--- config.mk ---
export PLATFORM = sky130hd
export DESIGN_NAME = calendar_date_unit
export DESIGN_NICKNAME = d
export VERILOG_FILES = /design/src/design/cdu_pkg.sv /design/src/design/cdu_ctrl.sv /design/src/design/cdu_dp.sv /design/src/design/calendar_date_unit.sv
export SDC_FILE = /design/constraint.sdc
export NUM_CORES = 1
export LEC_CHECK = 0
export ABC_AREA = 1
export BUFFER_PORTS_ARGS = -buffer_cell sky130_fd_sc_hd__buf_2
export CAP_MARGIN = 20
export CORE_MARGIN = 10
export CORE_UTILIZATION = 50
export DETAILED_ROUTE_END_ITERATION = 10
export GPL_ROUTABILITY_DRIVEN = 0
export PLACE_DENSITY = 0.78
export SLEW_MARGIN = 25
export SYNTH_ARGS = -nofsm -noshare
export SYNTH_HDL_FRONTEND = slang
export SYNTH_HIERARCHICAL = 1
export SYNTH_SLANG_ARGS = --single-unit
--- constraint.sdc ---
create_clock -name i_clk -period 5.1 [get_ports i_clk]
set_input_delay 0 -clock i_clk [delete_from_list [all_inputs] [get_ports i_clk]]
set_output_delay 0 -clock i_clk [all_outputs]
set_load 0.02 [all_outputs]
--- src/design/cdu_pkg.sv ---
// ----------------------------------------------------------------------------
// cdu_pkg: shared types, constants and functions for the calendar date unit
// Holds the controller/datapath command and status structs, the controller
// states and the small calendar lookup functions.
// ----------------------------------------------------------------------------
`default_nettype none

package cdu_pkg;

    // Field widths of one transaction
    localparam int DAY_W    = 5;
    localparam int MONTH_W  = 4;
    localparam int YEAR_W   = 14;
    localparam int HOUR_W   = 5;
    localparam int MINUTE_W = 6;
    localparam int WDAY_W   = 3;

    // Default width of the day count
    localparam int ADD_DAYS_BITS_DEF = 12;

    // Shared constant divider: remainder and quotient widths
    localparam int REM_W = 15;
    localparam int QUO_W = 8;
    // Width of the year modulo 400
    localparam int R400_W = 9;

    // Reciprocal multipliers: quotient = (x * MUL) >> SH, exact over the
    // dividend ranges used here (years up to 16783, Zeller sums up to 1069)
    localparam int RCP_W  = 13;
    localparam int PROD_W = REM_W + RCP_W;
    localparam logic [RCP_W-1:0] RCP100_MUL = RCP_W'(5243);
    localparam logic [RCP_W-1:0] RCP7_MUL   = RCP_W'(1171);
    localparam int RCP400_SH = 21;
    localparam int RCP100_SH = 19;
    localparam int RCP7_SH   = 13;

    // Calendar limits
    localparam logic [MONTH_W-1:0]  MONTH_JAN  = MONTH_W'(1);
    localparam logic [MONTH_W-1:0]  MONTH_FEB  = MONTH_W'(2);
    localparam logic [MONTH_W-1:0]  MONTH_DEC  = MONTH_W'(12);
    localparam logic [HOUR_W-1:0]   HOUR_MAX   = HOUR_W'(23);
    localparam logic [MINUTE_W-1:0] MINUTE_MAX = MINUTE_W'(59);
    localparam logic [R400_W-1:0]   R400_LAST  = R400_W'(399);

    // Divisor selection of the shared divider
    typedef enum logic [1:0] {
        DIV_400,
        DIV_100,
        DIV_7
    } t_div_sel;

    // Controller states
    typedef enum logic [3:0] {
        ST_IDLE,
        ST_Q400,
        ST_R400,
        ST_CHECK,
        ST_Q100,
        ST_R100,
        ST_SUM,
        ST_Q7,
        ST_R7,
        ST_MONTH,
        ST_DONE
    } t_state;

    // Commands from the controller to the datapath
    typedef struct packed {
        logic             load;        // capture a new transaction
        logic             div_quo;     // quotient by reciprocal multiply
        logic             div_rem;     // subtract quotient times divisor
        t_div_sel         div_sel;
        logic             load_yy;     // latch validity, start the century split
        logic             load_w;      // load the Zeller sum
        logic             month_step;  // retire one month of the day count
        logic             out_load;    // register the result
    } t_dp_cmd;

    // Status from the datapath to the controller
    typedef struct packed {
        logic date_ok;
        logic month_fit;
    } t_dp_sts;

    // Constant divisor of the shared divider
    function automatic logic [REM_W-1:0] div_const(input t_div_sel sel);
        logic [REM_W-1:0] base;
        case (sel)
            DIV_400: base = REM_W'(400);
            DIV_100: base = REM_W'(100);
            DIV_7:   base = REM_W'(7);
            default: base = REM_W'(7);
        endcase
        return base;
    endfunction

    // Leap rule on the year modulo 400
    function automatic logic leap_r400(input logic [R400_W-1:0] r);
        return (r[1:0] == 2'b00) && (r != R400_W'(100)) &&
               (r != R400_W'(200)) && (r != R400_W'(300));
    endfunction

    // Month length; zero for a month outside 1 to 12
    function automatic logic [DAY_W-1:0] month_days(input logic [MONTH_W-1:0] m,
                                                    input logic leap);
        logic [DAY_W-1:0] d;
        case (m)
            4'd1, 4'd3, 4'd5, 4'd7, 4'd8, 4'd10, 4'd12: d = DAY_W'(31);
            4'd4, 4'd6, 4'd9, 4'd11:                    d = DAY_W'(30);
            4'd2:    d = leap ? DAY_W'(29) : DAY_W'(28);
            default: d = '0;
        endcase
        return d;
    endfunction

    // Zeller month term (13 * (mm + 1)) / 5 for mm in 3 to 14
    function automatic logic [5:0] zeller_month(input logic [MONTH_W-1:0] mm);
        logic [5:0] t;
        case (mm)
            4'd3:    t = 6'd10;
            4'd4:    t = 6'd13;
            4'd5:    t = 6'd15;
            4'd6:    t = 6'd18;
            4'd7:    t = 6'd20;
            4'd8:    t = 6'd23;
            4'd9:    t = 6'd26;
            4'd10:   t = 6'd28;
            4'd11:   t = 6'd31;
            4'd12:   t = 6'd33;
            4'd13:   t = 6'd36;
            4'd14:   t = 6'd39;
            default: t = 6'd0;
        endcase
        return t;
    endfunction

endpackage

`default_nettype wire

--- src/design/cdu_ctrl.sv ---
// ----------------------------------------------------------------------------
// cdu_ctrl: sequencer of the calendar date unit
// Walks each transaction through the year split, validity check, weekday
// divisions and the month-by-month day count, and issues datapath commands.
// ----------------------------------------------------------------------------
`default_nettype none

module cdu_ctrl (
    input  wire                    i_clk,
    input  wire                    i_rst_n,
    input  wire                    start,
    output logic                   busy,
    output logic                   o_done,
    input  cdu_pkg::t_dp_sts       i_sts,
    output cdu_pkg::t_dp_cmd       o_cmd
);
    import cdu_pkg::*;

    t_state           r_state, n_state;
    logic             r_done;

    // Hold state and the result strobe
    always_ff @(posedge i_clk) begin
        if (!i_rst_n) begin
            r_state <= ST_IDLE;
            r_done  <= 1'b0;
        end else begin
            r_state <= n_state;
            r_done  <= (r_state == ST_DONE);
        end
    end

    // Next state
    always_comb begin
        n_state = r_state;
        unique case (r_state)
            ST_IDLE: begin
                if (start) begin
                    n_state = ST_Q400;
                end
            end
            ST_Q400:  n_state = ST_R400;
            ST_R400:  n_state = ST_CHECK;
            ST_CHECK: begin
                if (i_sts.date_ok) begin
                    n_state = ST_Q100;
                end else begin
                    n_state = ST_DONE;
                end
            end
            ST_Q100:  n_state = ST_R100;
            ST_R100:  n_state = ST_SUM;
            ST_SUM:   n_state = ST_Q7;
            ST_Q7:    n_state = ST_R7;
            ST_R7:    n_state = ST_MONTH;
            ST_MONTH: begin
                if (i_sts.month_fit) begin
                    n_state = ST_DONE;
                end
            end
            ST_DONE:  n_state = ST_IDLE;
            default:  n_state = ST_IDLE;
        endcase
    end

    // Datapath commands per state
    always_comb begin
        o_cmd         = '0;
        o_cmd.div_sel = DIV_400;
        unique case (r_state)
            ST_IDLE:   o_cmd.load = start;
            ST_Q400: begin
                o_cmd.div_quo = 1'b1;
                o_cmd.div_sel = DIV_400;
            end
            ST_R400: begin
                o_cmd.div_rem = 1'b1;
                o_cmd.div_sel = DIV_400;
            end
            ST_CHECK:  o_cmd.load_yy = 1'b1;
            ST_Q100: begin
                o_cmd.div_quo = 1'b1;
                o_cmd.div_sel = DIV_100;
            end
            ST_R100: begin
                o_cmd.div_rem = 1'b1;
                o_cmd.div_sel = DIV_100;
            end
            ST_SUM:    o_cmd.load_w = 1'b1;
            ST_Q7: begin
                o_cmd.div_quo = 1'b1;
                o_cmd.div_sel = DIV_7;
            end
            ST_R7: begin
                o_cmd.div_rem = 1'b1;
                o_cmd.div_sel = DIV_7;
            end
            ST_MONTH:  o_cmd.month_step = ~i_sts.month_fit;
            ST_DONE:   o_cmd.out_load = 1'b1;
            default: ;
        endcase
    end

    assign busy   = (r_state != ST_IDLE);
    assign o_done = r_done;

endmodule

`default_nettype wire

--- src/design/cdu_dp.sv ---
// ----------------------------------------------------------------------------
// cdu_dp: datapath of the calendar date unit
// Input registers, a shared constant divider by 400, 100 or 7 (reciprocal
// multiply, then subtract), the Zeller sum, the running date of the day
// count and the result registers.
// ----------------------------------------------------------------------------
`default_nettype none

module cdu_dp #(
    parameter int ADD_DAYS_BITS = cdu_pkg::ADD_DAYS_BITS_DEF
) (
    input  wire                              i_clk,
    input  cdu_pkg::t_dp_cmd                 i_cmd,
    output cdu_pkg::t_dp_sts                 o_sts,
    input  wire [cdu_pkg::DAY_W-1:0]         i_day_in,
    input  wire [cdu_pkg::MONTH_W-1:0]       i_month_in,
    input  wire [cdu_pkg::YEAR_W-1:0]        i_year_in,
    input  wire [cdu_pkg::HOUR_W-1:0]        i_hour_in,
    input  wire [cdu_pkg::MINUTE_W-1:0]      i_minute_in,
    input  wire [ADD_DAYS_BITS-1:0]          i_add_days,
    output logic                             o_valid_res,
    output logic [cdu_pkg::WDAY_W-1:0]       o_weekday,
    output logic [cdu_pkg::DAY_W-1:0]        o_res_day,
    output logic [cdu_pkg::MONTH_W-1:0]      o_end_month,
    output logic [cdu_pkg::YEAR_W-1:0]       o_end_year
);
    import cdu_pkg::*;

    // Running day count and running year widths
    localparam int ADD_W     = ADD_DAYS_BITS + 1;
    localparam int YEAR_SPAN = (2 ** ADD_DAYS_BITS + 31) / 365 + 2;
    localparam int RY_W      = $clog2(2 ** YEAR_W + YEAR_SPAN);

    logic [DAY_W-1:0]    r_day;
    logic [MONTH_W-1:0]  r_month;
    logic [YEAR_W-1:0]   r_year;
    logic [HOUR_W-1:0]   r_hour;
    logic [MINUTE_W-1:0] r_minute;
    logic [REM_W-1:0]    r_rem;
    logic [QUO_W-1:0]    r_quo;
    logic                r_ok;
    logic [R400_W-1:0]   r_r400;
    logic [ADD_W-1:0]    r_rd;
    logic [MONTH_W-1:0]  r_rm;
    logic [RY_W-1:0]     r_ry;

    logic [RCP_W-1:0]    mul_k;
    logic [PROD_W-1:0]   prod;
    logic [QUO_W-1:0]    quo_calc;
    logic [REM_W-1:0]    dmul;
    logic                ok_comb;
    logic                jan_feb;
    logic [MONTH_W-1:0]  zel_mm;
    logic [REM_W-1:0]    zel_yy;
    logic [10:0]         zel_w;
    logic [DAY_W-1:0]    lim;

    // Quotient step: multiply by the reciprocal of the divisor
    assign mul_k = (i_cmd.div_sel == DIV_7) ? RCP7_MUL : RCP100_MUL;
    assign prod  = PROD_W'(r_rem) * PROD_W'(mul_k);

    always_comb begin
        unique case (i_cmd.div_sel)
            DIV_400: quo_calc = QUO_W'(prod >> RCP400_SH);
            DIV_100: quo_calc = QUO_W'(prod >> RCP100_SH);
            default: quo_calc = QUO_W'(prod >> RCP7_SH);
        endcase
    end

    // Remainder step: take quotient times divisor off the dividend
    assign dmul = REM_W'(r_quo) * div_const(i_cmd.div_sel);

    // Date and time check; remainder holds the year modulo 400 here
    assign ok_comb = (r_month >= MONTH_JAN) && (r_month <= MONTH_DEC) &&
                     (r_day != '0) && (r_hour <= HOUR_MAX) &&
                     (r_minute <= MINUTE_MAX) &&
                     (r_day <= month_days(r_month, leap_r400(r_rem[R400_W-1:0])));

    // January and February count as months 13 and 14 of the year before
    assign jan_feb = (r_month <= MONTH_FEB);
    assign zel_mm  = jan_feb ? (r_month + MONTH_W'(12)) : r_month;
    assign zel_yy  = REM_W'(r_year) + REM_W'(400) - REM_W'(jan_feb);

    // Zeller sum: remainder is K = year mod 100, quotient is J = year / 100
    assign zel_w = 11'(r_day) + 11'(zeller_month(zel_mm)) +
                   11'(r_rem[6:0]) + 11'(r_rem[6:2]) +
                   11'(r_quo[QUO_W-1:2]) + {1'b0, r_quo, 2'b00} + 11'(r_quo);

    // Length of the running month
    assign lim = month_days(r_rm, leap_r400(r_r400));

    assign o_sts.date_ok   = ok_comb;
    assign o_sts.month_fit = (r_rd <= ADD_W'(lim));

    // Capture inputs and run the divider
    always_ff @(posedge i_clk) begin
        if (i_cmd.load) begin
            r_day    <= i_day_in;
            r_month  <= i_month_in;
            r_year   <= i_year_in;
            r_hour   <= i_hour_in;
            r_minute <= i_minute_in;
            r_rem    <= REM_W'(i_year_in);
            r_quo    <= '0;
        end else if (i_cmd.load_yy) begin
            r_ok   <= ok_comb;
            r_rem  <= zel_yy;
            r_quo  <= '0;
        end else if (i_cmd.load_w) begin
            r_rem <= REM_W'(zel_w);
        end else if (i_cmd.div_quo) begin
            r_quo <= quo_calc;
        end else if (i_cmd.div_rem) begin
            r_rem <= r_rem - dmul;
        end
    end

    // Running date: retire one month per step, wrap at December
    always_ff @(posedge i_clk) begin
        if (i_cmd.load) begin
            r_rd <= {1'b0, i_add_days} + ADD_W'(i_day_in);
            r_rm <= i_month_in;
            r_ry <= RY_W'(i_year_in);
        end else if (i_cmd.load_yy) begin
            r_r400 <= r_rem[R400_W-1:0];
        end else if (i_cmd.month_step) begin
            r_rd <= r_rd - ADD_W'(lim);
            if (r_rm == MONTH_DEC) begin
                r_rm   <= MONTH_JAN;
                r_ry   <= r_ry + RY_W'(1);
                r_r400 <= (r_r400 == R400_LAST) ? '0 : (r_r400 + R400_W'(1));
            end else begin
                r_rm <= r_rm + MONTH_W'(1);
            end
        end
    end

    // Register the result; drop everything for an illegal date
    always_ff @(posedge i_clk) begin
        if (i_cmd.out_load) begin
            o_valid_res <= r_ok;
            o_weekday   <= r_ok ? r_rem[WDAY_W-1:0] : '0;
            o_res_day   <= r_ok ? r_rd[DAY_W-1:0] : '0;
            o_end_month <= r_ok ? r_rm : '0;
            o_end_year  <= r_ok ? r_ry[YEAR_W-1:0] : '0;
        end
    end

endmodule

`default_nettype wire

--- src/design/calendar_date_unit.sv ---
// ----------------------------------------------------------------------------
// calendar_date_unit: Gregorian date check, Zeller weekday and day addition
// o_done pulses once the result registers load; the month-stepping loop makes
// the run time grow with the month ends crossed by the day count (about 135
// for 4095 days), and an illegal date or time reports straight after the
// check, skipping the weekday and day count. One transaction at a time: the
// next start is taken from the o_done cycle on. Synchronous active-low reset
// returns the sequencer to idle.
// ----------------------------------------------------------------------------
`default_nettype none

module calendar_date_unit #(
    parameter int ADD_DAYS_BITS = cdu_pkg::ADD_DAYS_BITS_DEF
) (
    input  wire                              i_clk,
    input  wire                              i_rst_n,
    input  wire                              start,
    output logic                             busy,
    input  wire [cdu_pkg::DAY_W-1:0]         i_day_in,
    input  wire [cdu_pkg::MONTH_W-1:0]       i_month_in,
    input  wire [cdu_pkg::YEAR_W-1:0]        i_year_in,
    input  wire [cdu_pkg::HOUR_W-1:0]        i_hour_in,
    input  wire [cdu_pkg::MINUTE_W-1:0]      i_minute_in,
    input  wire [ADD_DAYS_BITS-1:0]          i_add_days,
    output logic                             o_done,
    output logic                             o_valid_res,
    output logic [cdu_pkg::WDAY_W-1:0]       o_weekday,
    output logic [cdu_pkg::DAY_W-1:0]        o_res_day,
    output logic [cdu_pkg::MONTH_W-1:0]      o_end_month,
    output logic [cdu_pkg::YEAR_W-1:0]       o_end_year
);
    import cdu_pkg::*;

    t_dp_cmd cmd;
    t_dp_sts sts;

    // Sequencer
    cdu_ctrl u_ctrl (
        .i_clk   (i_clk),
        .i_rst_n (i_rst_n),
        .start   (start),
        .busy    (busy),
        .o_done  (o_done),
        .i_sts   (sts),
        .o_cmd   (cmd)
    );

    // Datapath
    cdu_dp #(
        .ADD_DAYS_BITS (ADD_DAYS_BITS)
    ) u_dp (
        .i_clk       (i_clk),
        .i_cmd       (cmd),
        .o_sts       (sts),
        .i_day_in    (i_day_in),
        .i_month_in  (i_month_in),
        .i_year_in   (i_year_in),
        .i_hour_in   (i_hour_in),
        .i_minute_in (i_minute_in),
        .i_add_days  (i_add_days),
        .o_valid_res (o_valid_res),
        .o_weekday   (o_weekday),
        .o_res_day   (o_res_day),
        .o_end_month (o_end_month),
        .o_end_year  (o_end_year)
    );

endmodule

`default_nettype wire

==> impl_results.md, run 1 <==
- Final Skew: 0.0157 ns
- Post-synth EDFFs: 111
- Commonest cells after routing, fill and taps aside: 405 x inv_1, 319 x nand2_1, 192 x buf_4
- Synth warn: 6
- Commonest non-fill, non-tap cell in the layout: inv_1
- H-tree Lvls: 4
- Die area: 39200 um^2
- DRC viols: 0
- Placement Cell Area: 17700 um^2
- Clock Tree Root: clkbuf_16
- Post-Syn Area: 15900 um^2
- CP endpoint: u_dp/r_quo[4]
- Skew-Pair Late Insertion Delay: 0.44 ns
- Clock net sink count: 125
- Post-Route Utilization: 0.660
- Final hold vios: 0
- Initial antenna violation count: 1
- RR Startpoint: u_ctrl/r_state[2]
- GRT overflow: 0
- Relative slew slack: 0.239
- Via density: 5.80
- P&R area growth vs syn: 30.7%
- Synth Flop Type: edfxtp_1
- Initial DRC Count: 1741
- Min-delay src: i_add_days[8]
- All-Layer GR Usage: 0.251
- Reg-to-reg critical path endpoint: u_dp/r_quo[4]
- Net count after synthesis: 2388
- Row cnt: 65
- Longest Clk Path Bufs: 2
- Largest net degree at the start of global routing: 71
- Iteration count of the initial detailed-routing pass: 8
- Worst Tran Pin Value: 1.14 ns
- Setup TNS: -2.78 ns
- WL/cell: 19.7 um
- CTS tree: yes
- Maximum clock rate: 180 MHz
- RSZ-0062 raised after global routing: true
- Fin crit share: 1.09
- CTS buffer count: 17
- Setup crit start: u_ctrl/r_state[2]
- Sequential share of the synthesized area: 0.228
- Yosys reg bits: 125
- Ratio of cells with drive above 1 in the final layout: 0.276
- Arrival time worst endpoint: 5.91 ns
- Layout fillers: 2217
- Syn Inst Count: 1991
- Avg Inst Size Synth: 7.96 um^2
- Status: finished, violations left
- Global-route wire length before repair: 77800 um
- Synth async-reset ratio: 0
- Startpoint types: flop
- Critical path's largest stage delay: 0.58 ns
- Largest area contributor in the netlist: edfxtp_1
- Hpwl dp: 35800 um
- Port buffer count: 72
- Tmin final: 5.57 ns
- Area occupied by multi-input gates: 11900 um^2
- Area contributors post-synth: edfxtp_1 21%, fa_1 19%, ha_1 16%
- R2R cell count: 33
- I/O Pins: 78
- Register area: 3630 um^2
- Slowest cell on crit path: fa_1
- Vias in the first global route: 15600
- Crit. End Element: flop
- Final setup vio count: 13
- Max FO, Critical Path: 7
- Vias: 15800
- Post-route ant nets: 0
- Clock-pin slew on the worst setup and hold paths: 0.07 ns
- Failing checks: negative setup slack
- Fin. max-slew vios: 0
- Synth top area share: 0.210
- Crit path required time: 5.44 ns
- CORE AREA: 31400 um^2
- R2R setup slack: -0.47 ns
- Max-cap viol count: 0
- Die height: 198 um
- Post-Route WL: 53600 um
- Post-route cell area: 20700 um^2
- Total Nets Final: 2699
- Yosys cell types: 58
- Crit Path Class: reg -> reg
- Min-Delay Path Class: in -> reg
- Initial Util: 0.505
- Final setup margin: -0.466 ns
- Die X: 198 um
## cell families (layout without fill, tap and decap cells)
kind of cell	after synthesis	after routing	synth area share
flip-flops	125	125	0.228
adder cells (fa/ha/maj)	348	348	0.346
AO/OA/AOI/OAI	244	244	0.0878
XOR/XNOR	27	27	0.0149
buffers and inverters	485	809	0.117
other	0	1	0
multiplexers	1	1	0.000631
AND/OR/NAND/NOR	761	761	0.207
## cell type report
cell class,instances,area share
Inverter,460,0.0838
Clock inverter,14,0.00767
Tap cell,402,0.0243
Clock buffer,18,0.0207
Sequential cell,125,0.175
Multi-Input combinational cell,1381,0.573
Antenna cell,1,0.000121
Timing Repair Buffer,317,0.115
## sequential cells by signal, indices dropped and copies added, names as in the netlist
name              flops
u_ctrl/o_done         1
u_ctrl/r_state        4
u_dp/o_end_month      4
u_dp/o_end_year      14
u_dp/o_res_day        5
u_dp/o_valid_res      1
u_dp/o_weekday        3
u_dp/r_day            5
u_dp/r_hour           2
u_dp/r_minute         4
u_dp/r_month          4
u_dp/r_ok             1
u_dp/r_quo            8
u_dp/r_r400           9
u_dp/r_rd            13
u_dp/r_rem           15
u_dp/r_rm             4
u_dp/r_ry            14
u_dp/r_year          14
## timing repair
action / 4_1_cts / 5_1_grt
pin swaps: 107 / 115
gates resized for setup: 155 / 214
endpoints found under the hold margin: 61 / 0
hold buffers: 37 / 0
cloned: 1 / 0
setup buffers: 53 / 29
endpoints found under the setup margin: 11 / 20
## worst min-delay path by stage
stage | end | slack (ns) | depth (start not counted)
after floorplan | u_dp/r_day[0] | 0.1 | 0
after global placement | u_dp/r_minute[3] | 0.18 | 1
after detailed placement | u_dp/r_minute[4] | 0.18 | 1
after CTS | u_dp/r_rd[9] | 0.0009 | 4
after global routing | u_dp/r_rd[9] | 0.02 | 4
final | u_dp/r_rd[9] | 0.005 | 4
## critical path: cells and delay by family (launching register included)
kind	cells	cell delay, ns
compound gates	3	0.32
fa+ha+maj	6	2.40
buf+inv	10	0.83
flops	1	0.37
simple gates	14	1.52
## cell usage after synthesis (5+ instances only)
cell type	count
nand3_1	103
nor2_1	182
nor2_2	12
buf_2	6
nand3_2	5
nand2_1	385
o21bai_1	14
inv_2	6
a21oi_1	96
nand4_1	16
xor2_1	15
fa_1	150
ha_1	198
o21ai_1	6
nor3_2	5
inv_1	447
dfxtp_1	14
o22ai_1	9
a31oi_1	5
nor3_1	20
o211ai_1	10
nand3b_1	13
clkbuf_1	15
clkinv_1	5
o31ai_1	7
o21ai_0	75
edfxtp_1	111
xnor2_1	12
## metal layers
layer,wire (um),GRT usage,vias up
met2,26000,0.435,1020
met1,18400,0.287,7427
met4,3740,0.128,0
li1,-,-,6968
met5,0,0,-
met3,5410,0.0526,349
## per-stage QoR
| step | std cells | worst slack [ns] | hold slack (ns) |
|---|---|---|---|
| final | 2718 | -0.466 | 0.00544 |
| after global routing | 2718 | -0.543 | 0.0227 |
| after CTS | 2692 | -0.0434 | 0.000914 |
| after detailed placement | 2569 | -0.352 | 0.181 |
| after global placement | 2569 | -0.247 | 0.178 |
| after floorplan | 1991 | -0.00824 | 0.0989 |
Power of run 1 is left out: the tool's default activity adds up to more than one toggle a clock period on the data nets, which glitch-free logic cannot reach.
==> run 2, diff against run 1 <==
--- a/config.mk
+++ b/config.mk
@@ -5,7 +5,6 @@
 export SDC_FILE = /design/constraint.sdc
 export NUM_CORES = 1
 export LEC_CHECK = 0
-export ABC_AREA = 1
 export BUFFER_PORTS_ARGS = -buffer_cell sky130_fd_sc_hd__buf_2
 export CAP_MARGIN = 20
 export CORE_MARGIN = 10
==> run 2 against run 1 <==
  * Critical path depth shrank 9
  * Sequential share of layout area grew 0.64 points
  * Via count is 11% lower
  * Synthesized cell count decreased by 21%
  * Clock skew decreased by 0.0023 ns
  * Clock-buffer cell count is the same
  * Critical endpoint is now u_dp/r_quo[2]
  * Synthesized area down 5.2%
  * Final cell count fell by 15%
  * Global-route usage increased by 0.077 points
  * Sequential cell count unchanged
  * Cell area fell by 3.7%
  * The run still ends with negative setup slack left
==> impl_results.md, run 2 <==
- Yosys reg bits: 125 (unchanged)
- Final hold vios: 0 (unchanged)
- Crit Path Class: reg -> reg
- Failing checks: negative setup slack
- Max FO, Critical Path: 7 (unchanged)
- Max-cap viol count: 0 (unchanged)
- Maximum clock rate: 168 MHz (-6.3%)
- Crit. End Element: flop
- Net count after synthesis: 1962 (-18%)
- Row cnt: 63 (-3.1%)
- Total Nets Final: 2304 (-15%)
- Largest area contributor in the netlist: edfxtp_1
- Post-synth top cells: 270 x inv_1, 198 x ha_1, 150 x fa_1
- CTS tree: yes
- Die area: 37400 um^2 (-4.7%)
- Largest net degree at the start of global routing: 45 (-37%)
- DRC viols: 0 (unchanged)
- Clock-pin slew on the worst setup and hold paths: 0.07 ns (about the same)
- Startpoint types: flop
- Post-Route Utilization: 0.673 (+0.0135)
- Clock net sink count: 125 (unchanged)
- Vias in the first global route: 14900 (-4.6%)
- Iteration count of the initial detailed-routing pass: 8 (unchanged)
- Clock Tree Root: clkbuf_16
- GRT overflow: 0 (unchanged)
- Post-synth EDFFs: 111 (unchanged)
- Initial Util: 0.507 (+0.00182)
- Longest Clk Path Bufs: 2 (unchanged)
- CORE AREA: 29600 um^2 (-5.6%)
- Worst Tran Pin Value: 0.790 ns (-0.348 ns)
- Hpwl dp: 33000 um (-7.8%)
- Synth top area share: 0.222 (+0.0116)
- Final Skew: 0.0134 ns (-0.00230 ns)
- Vias: 14000 (-11%)
- # diodes: 0 (-1)
- Tmin final: 5.94 ns (+0.371 ns)
- Synth warn: 6 (unchanged)
- Ratio of cells with drive above 1 in the final layout: 0.305 (+0.0291)
- Global-route wire length before repair: 76800 um (-1.3%)
- Fin. max-slew vios: 0 (unchanged)
- Final setup margin: -0.837 ns (-0.371 ns)
- Yosys cell types: 81 (+40%)
- H-tree Lvls: 4 (unchanged)
- Post-Route WL: 50500 um (-5.9%)
- RSZ-0062 raised after global routing: true
- Status: finished, violations left
- Die height: 193 um (-2.4%)
- I/O Pins: 78 (unchanged)
- Arrival time worst endpoint: 6.27 ns (+0.36 ns)
- Post-route ant nets: 0 (unchanged)
- WL/cell: 21.8 um (+11%)
- Relative slew slack: 0.474 (+0.235)
- Max reg flops: 15 (unchanged)
- Most numerous cell in the Yosys netlist: inv_1
- Via density: 6.04 (+4.2%)
- Commonest non-fill, non-tap cell in the layout: inv_1
- Synth async-reset ratio: 0 (unchanged)
- Area contributors post-synth: edfxtp_1 22%, fa_1 20%, ha_1 16%
- Synth Flop Type: edfxtp_1
- Min-Delay Path Class: in -> reg
- Final setup vio count: 18 (+5)
- Crit path required time: 5.44 ns (about the same)
- Fin crit share: 1.16 (+0.0728)
- CTS buffer count: 17 (unchanged)
- Skew-Pair Late Insertion Delay: 0.42 ns (-0.02 ns)
- Die X: 193 um (-2.4%)
- Commonest cells after routing, fill and taps aside: 242 x inv_1, 235 x buf_4, 163 x ha_1
- Port buffer count: 72 (unchanged)
- Initial antenna violation count: 0 (-1)
- Avg Inst Size Synth: 9.60 um^2 (+21%)
- P&R area growth vs syn: 32.9%
- Sequential share of the synthesized area: 0.241 (+0.0126)
- All-Layer GR Usage: 0.252 (+0.000766)
- Initial DRC Count: 1733 (-0.46%)
- Most flops, register: u_dp/r_rem
- Post-Syn Area: 15000 um^2 (-5.2%)
- Syn Inst Count: 1565 (-21%)
- Worst slack, placed: -0.884 ns (-0.531 ns)
==> run 2: cell types whose count changed after synthesis, sizes merged, moves of 14 or more <==
cell,before,now
nand2,389,112
inv,455,270
nor2,196,104
nand3,108,23
xnor2,12,69
and2,1,32
a21oi,96,72
a21o,2,22
clkbuf,15,35
and3,0,18
nand2b,0,16
nor2b,0,15
o21ai,82,68
xor2,15,29
==> run 2: final cells by class <==
class                      instances  area [um^2]
tap                              390          488
multi-input combinational       1123        11300
timing repair buffer             369         2830
inverter                         271         1030
clock inverter                    14          231
sequential                       125         3620
clock buffer                      18          429
fill                            1949         9680
==> run 2: per-layer routing <==
layer,part of all wire,track usage
met1,0.35,0.279
met2,0.48,0.433
met3,0.092,0.0498
met4,0.074,0.160
met5,0,0
==> run 2: logic make-up after synthesis <==
kind of cell | Yosys count | synth area share
buf+inv | 319 | 0.0823
compound gates | 271 | 0.118
fa+ha+maj | 348 | 0.365
flops | 125 | 0.241
xor+xnor | 98 | 0.0571
simple gates | 387 | 0.125
mux | 17 | 0.0122
==> run 2: worst paths after layout <==
path                     startpoint           endpoint  slack (ns)  cells after the start
setup / recovery  u_ctrl/r_state[1]      u_dp/r_quo[2]       -0.84                     24
hold / removal        i_add_days[0]       u_dp/r_rd[0]        0.06                      4
setup reg to reg  u_ctrl/r_state[1]      u_dp/r_quo[2]       -0.84                     24
hold reg to reg        u_dp/r_rd[0]  u_dp/o_res_day[0]        0.57                      1
==> run 2: repair_timing <==
item / CTS / global route
setup endpoints to repair: 17 / 42
resized for setup: 167 / 91
hold buffers: 34 / 0
endpoints found under the hold margin: 60 / 0
setup buffers: 32 / 14
pin swaps: 122 / 75
cloned: 2 / 1
==> run 2: worst max-delay path: stages (launching register included) <==
cell	delay (ns)
dfxtp_4	0.34
or2b_4	0.27
o21ai_4	0.25
clkinvlp_4	0.18
nor2_4	0.12
buf_12	0.14
nor2_4	0.05
buf_6	0.12
ha_4	0.22
buf_4	0.14
fa_1	0.55
inv_1	0.08
fa_1	0.51
fa_1	0.54
inv_1	0.04
ha_1	0.22
ha_1	0.37
buf_4	0.17
nand4_1	0.19
nand2b_1	0.21
a21oi_1	0.51
a31oi_1	0.14
o21ai_0	0.20
a211oi_1	0.08
nor4_1	0.21
==> run 2: through the flow <==
| stage | cells | cell area, um^2 | setup TNS [ns] | hold slack, ns |
|---|---|---|---|---|
| after floorplan | 1565 | 15200 | -3.50 | 0.0989 |
| after detailed placement | 2205 | 17500 | -11.28 | 0.178 |
| final | 2310 | 20000 | -10.52 | 0.0586 |
| after global placement | 2205 | 17500 | -9.16 | 0.179 |
| after CTS | 2301 | 19600 | -5.71 | 0.0180 |
| after global routing | 2310 | 20000 | -11.88 | 0.0765 |
Power of run 2 is left out for the same reason.
